File: src/rtl/pdc_ram.sv
// Generic simple dual-port RAM: one write port, one read port, registered read.
// No dependencies.
`default_nettype none

module pdc_ram #(
    parameter int WIDTH = 8,
    parameter int DEPTH = 16
) (
    input  wire logic                            clk,
    input  wire logic                            we,
    input  wire logic [$clog2(DEPTH)-1:0]        waddr,
    input  wire logic [WIDTH-1:0]                wdata,
    input  wire logic [$clog2(DEPTH)-1:0]        raddr,
    output      logic [WIDTH-1:0]                rdata
);

    logic [WIDTH-1:0] mem [DEPTH];
    logic [WIDTH-1:0] rdata_reg;

    always_ff @(posedge clk)
    begin
        if (we)
        begin
            mem[waddr] <= wdata;
        end
        rdata_reg <= mem[raddr];
    end

    assign rdata = rdata_reg;

endmodule

`default_nettype wire

File: config.mk
export PLATFORM = sky130hd
export DESIGN_NAME = pdc_ram
export DESIGN_NICKNAME = d
export VERILOG_FILES = /design/src/rtl/pdc_ram.sv
export SDC_FILE = /design/constraint.sdc
export NUM_CORES = 1
export LEC_CHECK = 0
export ABC_AREA = 1
export ABC_CLOCK_PERIOD_IN_PS = 1700
export BUFFER_PORTS_ARGS = -buffer_cell sky130_fd_sc_hd__buf_4
export CAP_MARGIN = 20
export CORE_UTILIZATION = 45
export CTS_BUF_LIST = sky130_fd_sc_hd__clkbuf_4 sky130_fd_sc_hd__clkbuf_8
export DETAILED_ROUTE_END_ITERATION = 16
export PLACE_DENSITY = 0.59
export REMOVE_ABC_BUFFERS = 1
export SLEW_MARGIN = 20
export SYNTH_ARGS = -nofsm -noshare
export SYNTH_HDL_FRONTEND = slang
export SYNTH_SLANG_ARGS = --single-unit
File: constraint.sdc
create_clock -name clk -period 1.7 [get_ports clk]
set_input_delay 0.425 -clock clk [delete_from_list [all_inputs] [get_ports clk]]
set_output_delay 0.425 -clock clk [all_outputs]
set_load 0.03 [all_outputs]
==> impl_metrics.json, run 1 <==
{
  "status": "finished, final reports clean",
  "synth_area_um2": 5767,
  "drc": 0,
  "h-tree-depth": 4,
  "timing.critical_path.buf_inv": 1,
  "r2r_end": "rdata[6]$_DFF_P_",
  "boundaryPins": 26,
  "placed_cells_incl_taps": 750,
  "cp_top_family": "flip-flops",
  "cts_made_buffers": 17,
  "via_count": 3755,
  "wl_mm": 12.45,
  "start_util_pct": 47.03,
  "path_cells": "buf_4",
  "cts_sinks": 136,
  "vias_per_cell": 4.808,
  "post_drt_wl_per_cell_um": 15.94,
  "slowest_stage": "dfxtp_1",
  "fmax_mhz": 725.2,
  "synth.most_common_cell": "nand2_1",
  "die_area_um2": 13270,
  "yosysWarnings": 0,
  "io_buffer_count": 25,
  "relSlewSlack_pct": 76.65,
  "largest_register_ffs": 128,
  "synth_edf_count": 128,
  "setup_tns_ns": 0,
  "yosysTopAreaCellShare_pct": 66.65,
  "nNetsFinal": 619,
  "cp_data_arrival_time_ns": 0.95,
  "antenna_found_initial": 0,
  "p_leak_uw": 0.002922,
  "layout-drive-gt1-share_pct": 14.36,
  "r2r_cells": 6,
  "powerDensity_nw_per_um2": 1057,
  "setup_viol": 0,
  "clock_latency_ns": 0.44,
  "dr.pass1.iters": 5,
  "hp-class": "input port to register",
  "place_hpwl_mm": 7.624,
  "die_y_um": 115.2,
  "worstSetupEndpointType": "output port",
  "crit_type": "register to output port",
  "drt-initial-drc-count": 309,
  "grt_pass1_wl_mm": 19.95,
  "crit_fanout": 1,
  "yosysUniqueCellTypes": 12,
  "cts_tree": "built",
  "hp-start": "wdata[0]",
  "cpPeakStageDelay_ns": 0.35,
  "netlist_instances": 551,
  "syn2layout_area_growth_pct": 16.01,
  "grt_usage_pct": 21.18,
  "syn_avg_cell_area_um2": 10.47,
  "cts_root_buffer": "clkbuf_8",
  "num_rows": 40,
  "stdcell_area_um2": 6690,
  "postPlaceCellArea_um2": 6274,
  "rsz0062_at_grt": "false",
  "ys_top_cells_by_area": "edfxtp_1 67%, nand2_1 11%, nand3_1 8.4%",
  "ir_drop_mv": 0.4458,
  "antennaDiodeCount": 0,
  "synthTopCellsByCount": "173 x nand2_1, 128 x edfxtp_1, 100 x inv_1",
  "yosys.area.top_type": "edfxtp_1",
  "core-area_um2": 12260,
  "num-fill-cells": 1029,
  "period_minus_slack_ns": 1.379,
  "slew_violations": 0,
  "grt_max_degree": 55,
  "worst_slew_pin_slew_ns": 0.3498,
  "grt_pass1_vias": 3708,
  "startpoint_type": "register",
  "instances_no_fill": 781,
  "timing.final.crit_share_pct": 81.12,
  "cts_resized": 0,
  "synthArstFlopShare_pct": 0,
  "whs_ns": 0.3141,
  "synth-main-ff-cell": "edfxtp_1",
  "cap_violations": 0,
  "grt.overflow.total": 0,
  "reg2reg_slack_ns": 0.72,
  "place_congestion": 0.8187,
  "ant_nets": 0,
  "hold_buffers": 0,
  "die_w_um": 115.2,
  "hold_viol": 0,
  "hold_end": "mem[14][0]$_DFFE_PP_",
  "hold_path_depth": 1,
  "critPathRequiredTime_ns": 1.27,
  "synth_seq_cells": 136,
  "ys_seq_area_share_pct": 69.43,
  "clkTransAtPathRegs_ns": 0.08,
  "postCtsSetupBuffers": 0,
  "clock_skew_ns": 0.01408,
  "cts_max_path_buffers": 2,
  "r2r_start": "mem[5][6]$_DFFE_PP_"
}
==> how the worst max path moves through the flow <==
stage	end	cells after the start	slack (ns)	startpoint
final	rdata[2]	1	0.32	rdata[2]$_DFF_P_
after global routing	rdata[2]	1	0.28	rdata[2]$_DFF_P_
after CTS	rdata[2]	1	0.29	rdata[2]$_DFF_P_
after detailed placement	rdata[1]$_DFF_P_	8	0.15	raddr[0]
after global placement	rdata[1]$_DFF_P_	8	0.16	raddr[0]
after floorplan	rdata[2]$_DFF_P_	6	0.29	raddr[0]
==> area by class of cell <==
class | count | area, um2 | area share (%)
multi-input cells | 289 | 1214 | 18.14
inverters | 102 | 382.9 | 5.723
clock buffers | 17 | 234.0 | 3.497
repair buffers | 55 | 462.9 | 6.920
well taps | 168 | 210.2 | 3.142
clock inverters | 14 | 182.7 | 2.730
flip-flops and latches | 136 | 4004 | 59.85
==> routing by layer <==
metal  track usage, %  part of all wire, %  wire (um)  vias to the layer above
met2            33.78                   47       5910                      104
met3            4.902                  5.2        642                       15
met4            7.965                  1.7        207                        0
met1            28.40                   46       5691                     1771
li1                 -                    -          -                     1865
met5                0                    0          0                        -
==> per-stage QoR <==
step	utilization, %	setup slack (ns)	total power (uW)
floorplan	-	0.2945	4083
global placement	51.16	0.1629	4363
detailed placement	51.16	0.1504	4369
CTS	54.56	0.2917	7123
global route	54.56	0.2758	7322
finish	54.56	0.3210	7072
==> report_power, final <==
part / internal (uW) / switching [uW]
clock network: 1570 / 1200
registers: 3740 / 22.4
logic: 176 / 351
total: 5490 / 1580
==> worst reg2reg max path: cells and delay by family (launching register included) <==
kind | cells | cell delay, ns
buffers and inverters | 1 | 0.06
and+or+nand+nor | 5 | 0.43
DFF | 1 | 0.38
==> cell usage in the layout, fill, tap and decap left out <==
master      instances
bufinv_16           4
inv_1             100
clkinvlp_4          2
buf_4              51
dfxtp_1             8
clkinv_2            6
nor2_1             17
clkinv_4            2
edfxtp_1          128
clkbuf_8           17
inv_2               2
buf_12              4
nand3_1            97
nand2_1           173
nand3b_1            2
==> cell families (layout without fill, tap and decap cells) <==
| kind of cell | after synthesis | after routing | synth area share (%) |
|---|---|---|---|
| buffers and inverters | 126 | 188 | 9.525 |
| DFF | 136 | 136 | 69.43 |
| and+or+nand+nor | 289 | 289 | 21.05 |
Note: power is estimated with default switching activity, not from simulation.
==> run 2, diff against run 1 <==
- ABC_AREA: 1 -> 0
- ABC_CLOCK_PERIOD_IN_PS: 1700 -> 1330
- PLACE_DENSITY: 0.59 -> 0.6
- clock period: 1.7 -> 1.33 ns (I/O delays scaled with it)
==> impl_metrics.json, run 2 <==
{
  "status": "finished, final reports clean",
  "path_cells": "mux4_2, a22oi_2, nand2_1",
  "grt_usage_pct": 19.02,
  "ant_nets": 0,
  "die_area_um2": 11870,
  "synthArstFlopShare_pct": 0,
  "grt_pass1_vias": 2463,
  "placed_cells_incl_taps": 421,
  "antenna_found_initial": 0,
  "yosysWarnings": 0,
  "relSlewSlack_pct": 45.92,
  "rsz0062_at_grt": "true",
  "grtUsageMet3_pct": 5.380,
  "final_cell_mix": "128 x edfxtp_1, 53 x buf_4, 22 x mux4_2, 17 x clkbuf_8, 13 x nor2_1",
  "clock_latency_ns": 0.43,
  "boundaryPins": 26,
  "yosys.area.top_type": "edfxtp_1",
  "hold_buffers": 0,
  "timing.critical_path.buf_inv": 0,
  "p_leak_uw": 0.002143,
  "synthTopCellsByCount": "128 x edfxtp_1, 18 x mux4_2, 16 x a22oi_1",
  "grt_max_degree": 17,
  "core-area_um2": 10980,
  "syn_avg_cell_area_um2": 22.48,
  "synth_area_um2": 5147,
  "seq_area_um2": 4006,
  "yosysTopAreaCellShare_pct": 74.67,
  "cts_max_path_buffers": 2,
  "setup_slack_ns": 0.03527,
  "busiest_layer": "met2",
  "cap_violations": 0,
  "ir_drop_mv": 0.6268,
  "setup_viol": 0,
  "drc": 0,
  "hold_viol": 0,
  "slowest_stage": "mux4_2",
  "use_met1_pct": 26.33,
  "grtUsageMet2_pct": 28.75,
  "hold_path_depth": 1,
  "cp_data_arrival_time_ns": 1.62,
  "syn2layout_area_growth_pct": 21.90,
  "antennaDiodeCount": 0,
  "postCtsSetupBuffers": 0,
  "cts_tree": "built",
  "cts_sinks": 136,
  "num-fill-cells": 814,
  "wl_mm": 9.946,
  "final_common_cell": "edfxtp_1",
  "via_count": 2471,
  "cts_root_buffer": "clkbuf_8",
  "r2r_cells": 3,
  "synth_seq_cells": 136,
  "worst_slew_pin_slew_ns": 0.8095,
  "start_util_pct": 46.87,
  "synth.most_common_cell": "edfxtp_1",
  "hp-class": "input port to register",
  "dr.pass1.iters": 4,
  "place_congestion": 0.7417,
  "powerDensity_nw_per_um2": 1483,
  "dp_slack_ns": -0.4652,
  "h-tree-depth": 4,
  "fmax_mhz": 772.4,
  "clock_skew_ns": 0.005191,
  "nNetsFinal": 318,
  "vias_per_cell": 5.455,
  "die_w_um": 109.0,
  "num_rows": 38,
  "period_minus_slack_ns": 1.295,
  "instances_no_fill": 453,
  "drt-initial-drc-count": 154,
  "worstSetupEndpointType": "register",
  "startpoint_type": "register",
  "layout-drive-gt1-share_pct": 38.66,
  "io_buffer_count": 25,
  "die_y_um": 109.0,
  "slew_violations": 0,
  "clkTransAtPathRegs_ns": 0.07,
  "crit_fanout": 1,
  "synth_edf_count": 128,
  "place_hpwl_mm": 6.583,
  "grt_pass1_wl_mm": 14.90,
  "cp_top_family": "multiplexers",
  "netlist_instances": 229,
  "cpPeakStageDelay_ns": 0.48,
  "critPathRequiredTime_ns": 1.65,
  "multi_input_area_um2": 1077,
  "yosysUniqueCellTypes": 19,
  "grt.overflow.total": 0,
  "cp.depth": 3,
  "largest_register_ffs": 128,
  "crit_type": "register to register",
  "cts_made_buffers": 17,
  "post_drt_wl_per_cell_um": 21.96,
  "ys_top_cells_by_area": "edfxtp_1 75%, mux4_2 7.9%, mux4_1 7.1%",
  "ys_seq_area_share_pct": 77.78,
  "timing.final.crit_share_pct": 97.35,
  "synth-main-ff-cell": "edfxtp_1"
}
==> run 2: cell types whose count changed after synthesis, moves of 4 or more <==
cell,delta
nor2_1,-4
inv_1,-100
mux4_1,+14
nand2_1,-164
mux4_2,+18
buf_2,-10
nor3_1,+4
nand3_1,-96
a22oi_1,+16
==> run 2: path summary, 6_finish.rpt <==
path / from / end / slack, ns
setup / recovery: mem[10][3]$_DFFE_PP_ / rdata[3]$_DFF_P_ / 0.04
hold / removal: wdata[1] / mem[6][1]$_DFFE_PP_ / 0.20
setup reg to reg: mem[10][3]$_DFFE_PP_ / rdata[3]$_DFF_P_ / 0.04
hold reg to reg: mem[14][5]$_DFFE_PP_ / rdata[5]$_DFF_P_ / 0.66
==> run 2: stage by stage <==
stage	power, uW	hold WS [ns]	util [%]	area [um2]	TNS [ns]
2_1_floorplan	5150	0.4314	-	5061	-14.13
3_3_place_gp	5485	0.6420	52.60	5777	-23.79
6_report	9302	0.2010	57.13	6275	0
3_5_place_dp	5494	0.6481	52.60	5777	-25.98
5_1_grt	9600	0.1856	57.13	6275	-0.02564
4_1_cts	9365	0.1816	57.01	6261	0
==> run 2: power breakdown <==
part	total, uW	switching, uW	internal [uW]
combinational	595	317	278
clock	3890	1490	2390
sequential	4820	33.9	4790
==> run 2: cell families after synthesis <==
logic type      Yosys count  synth area share (%)
buf+inv                  10                 1.677
compound gates           16                 2.334
flops                   136                 77.78
simple gates             35                 3.184
mux                      32                 15.02
==> run 2: area by class of cell <==
class | instances | area share (%)
clock buffers | 17 | 3.729
clock inverters | 15 | 3.669
multi-input cells | 83 | 17.17
flip-flops and latches | 136 | 63.85
well taps | 140 | 2.792
repair buffers | 62 | 8.794
==> run 2: repair_timing <==
item / 4_1_cts / 5_1_grt
setup endpoints to repair: 4 / 9
gates resized for setup: 5 / 11
hold endpoints to repair: 0 / 0
pin swaps: 1 / 5
==> run 2: metal layers <==
layer,vias to the layer above,wire length (um)
li1,1107,-
met1,1274,4356
met2,80,4881
met3,10,581
met4,0,126
met5,-,0
==> run 3, diff against run 2 <==
- BUFFER_PORTS_ARGS: -buffer_cell sky130_fd_sc_hd__buf_4 -> -buffer_cell sky130_fd_sc_hd__buf_2
- CAP_MARGIN: 20 -> 10
==> impl_metrics.json, run 3 (synthesized netlist as in run 2, its figures left out) <==
{
  "post_drt_wl_per_cell_um": 21.18,
  "cts_made_buffers": 17,
  "layout-drive-gt1-share_pct": 38.91,
  "cts_root_buffer": "clkbuf_8",
  "largest_register_ffs": 128,
  "die_area_um2": 11870,
  "p_leak_uw": 0.002079,
  "core-area_um2": 10980,
  "grt_pass1_vias": 2572,
  "antenna_found_initial": 0,
  "cap_violations": 0,
  "boundaryPins": 26,
  "nNetsFinal": 316,
  "clkTransAtPathRegs_ns": 0.08,
  "clock_latency_ns": 0.42,
  "antennaDiodeCount": 0,
  "cts_tree": "built",
  "status": "finished, final reports clean",
  "hold_viol": 0,
  "timing.final.crit_share_pct": 97.06,
  "fin_util_pct": 55.65,
  "cts_sinks": 136,
  "grt.overflow.total": 0,
  "place_congestion": 0.7891,
  "place_hpwl_mm": 6.408,
  "wl_mm": 9.553,
  "h-tree-depth": 4,
  "die_w_um": 109.0,
  "dr.pass1.iters": 4,
  "cp_data_arrival_time_ns": 1.60,
  "drc": 0,
  "crit_fanout": 1,
  "syn2layout_area_growth_pct": 18.74,
  "relSlewSlack_pct": 42.18,
  "ant_nets": 0,
  "multi_input_area_um2": 1064,
  "ir_drop_mv": 0.7778,
  "hp-class": "input port to register",
  "num_rows": 38,
  "setup_viol": 0,
  "io_buffer_count": 25,
  "via_count": 2432,
  "die_y_um": 109.0,
  "slew_violations": 0,
  "power_uw": 8718,
  "hold_buffers": 0,
  "worstSetupEndpointType": "register",
  "seq_area_um2": 4005,
  "critPathRequiredTime_ns": 1.64,
  "grt_pass1_wl_mm": 14.79,
  "vias_per_cell": 5.392,
  "worst_slew_pin_slew_ns": 0.8655,
  "drt-initial-drc-count": 145,
  "clock_skew_ns": 0.007825,
  "cts_max_path_buffers": 2,
  "final_cell_mix": "128 x edfxtp_1, 33 x buf_4, 23 x mux4_2, 22 x buf_2, 21 x clkbuf_8",
  "rsz0062_at_grt": "true",
  "postCtsSetupBuffers": 0,
  "period_minus_slack_ns": 1.291,
  "startpoint_type": "register",
  "num-fill-cells": 833,
  "hold_path_depth": 1,
  "r2r_cells": 3,
  "grt_max_degree": 23,
  "powerDensity_nw_per_um2": 1426,
  "final_common_cell": "edfxtp_1",
  "crit_type": "register to register",
  "fmax_mhz": 774.6,
  "start_util_pct": 46.87,
  "reg2reg_slack_ns": 0.04,
  "grt_usage_pct": 18.45
}
run 3: timing repair:
item                                    CTS  global route
pin swaps                                 2             1
gates resized for setup                   6             9
endpoints found under the setup margin    4             8
run 3: critical path: stages (launching register included):
cell	delay, ns
edfxtp_1	0.37
mux4_2	0.45
a22oi_1	0.28
nand2_1	0.08
run 3: final timing paths:
check	start	end
setup / recovery	mem[0][4]$_DFFE_PP_	rdata[4]$_DFF_P_
hold / removal	wdata[6]	mem[8][6]$_DFFE_PP_
setup reg to reg	mem[0][4]$_DFFE_PP_	rdata[4]$_DFF_P_
hold reg to reg	mem[13][7]$_DFFE_PP_	rdata[7]$_DFF_P_
run 3: layout make-up:
cell class	instances	area share [%]
clock buffers	21	4.729
clock inverters	11	1.986
multi-input cells	83	17.40
flip-flops and latches	136	65.53
well taps	140	2.866
repair buffers	60	7.492
run 3: where the power goes:
group / total [uW] / internal (uW) / switching (uW)
sequential: 4810 / 4790 / 27.0
clock: 3350 / 1860 / 1490
combinational: 555 / 240 / 315
run 3: per-layer routing:
| layer | GRT usage, % | part of all wire, % | vias up |
|---|---|---|---|
| met5 | 0 | 0 | - |
| met4 | 7.722 | 1.2 | 0 |
| met3 | 4.842 | 2.8 | 10 |
| met2 | 28.75 | 49 | 51 |
| met1 | 24.75 | 47 | 1266 |
| li1 | - | - | 1105 |
run 3: metrics by stage:
step	worst slack (ns)	hold WS (ns)	TNS [ns]	instances	instance area, um2
2_1_floorplan	-0.4954	0.4314	-14.13	219	5061
3_3_place_gp	-0.5142	0.6518	-19.04	419	5687
3_5_place_dp	-0.4983	0.6688	-21.30	419	5687
4_1_cts	0.003847	0.2617	0	451	6110
5_1_grt	-0.001928	0.2593	-0.002408	451	6112
6_report	0.03908	0.2853	0	451	6112
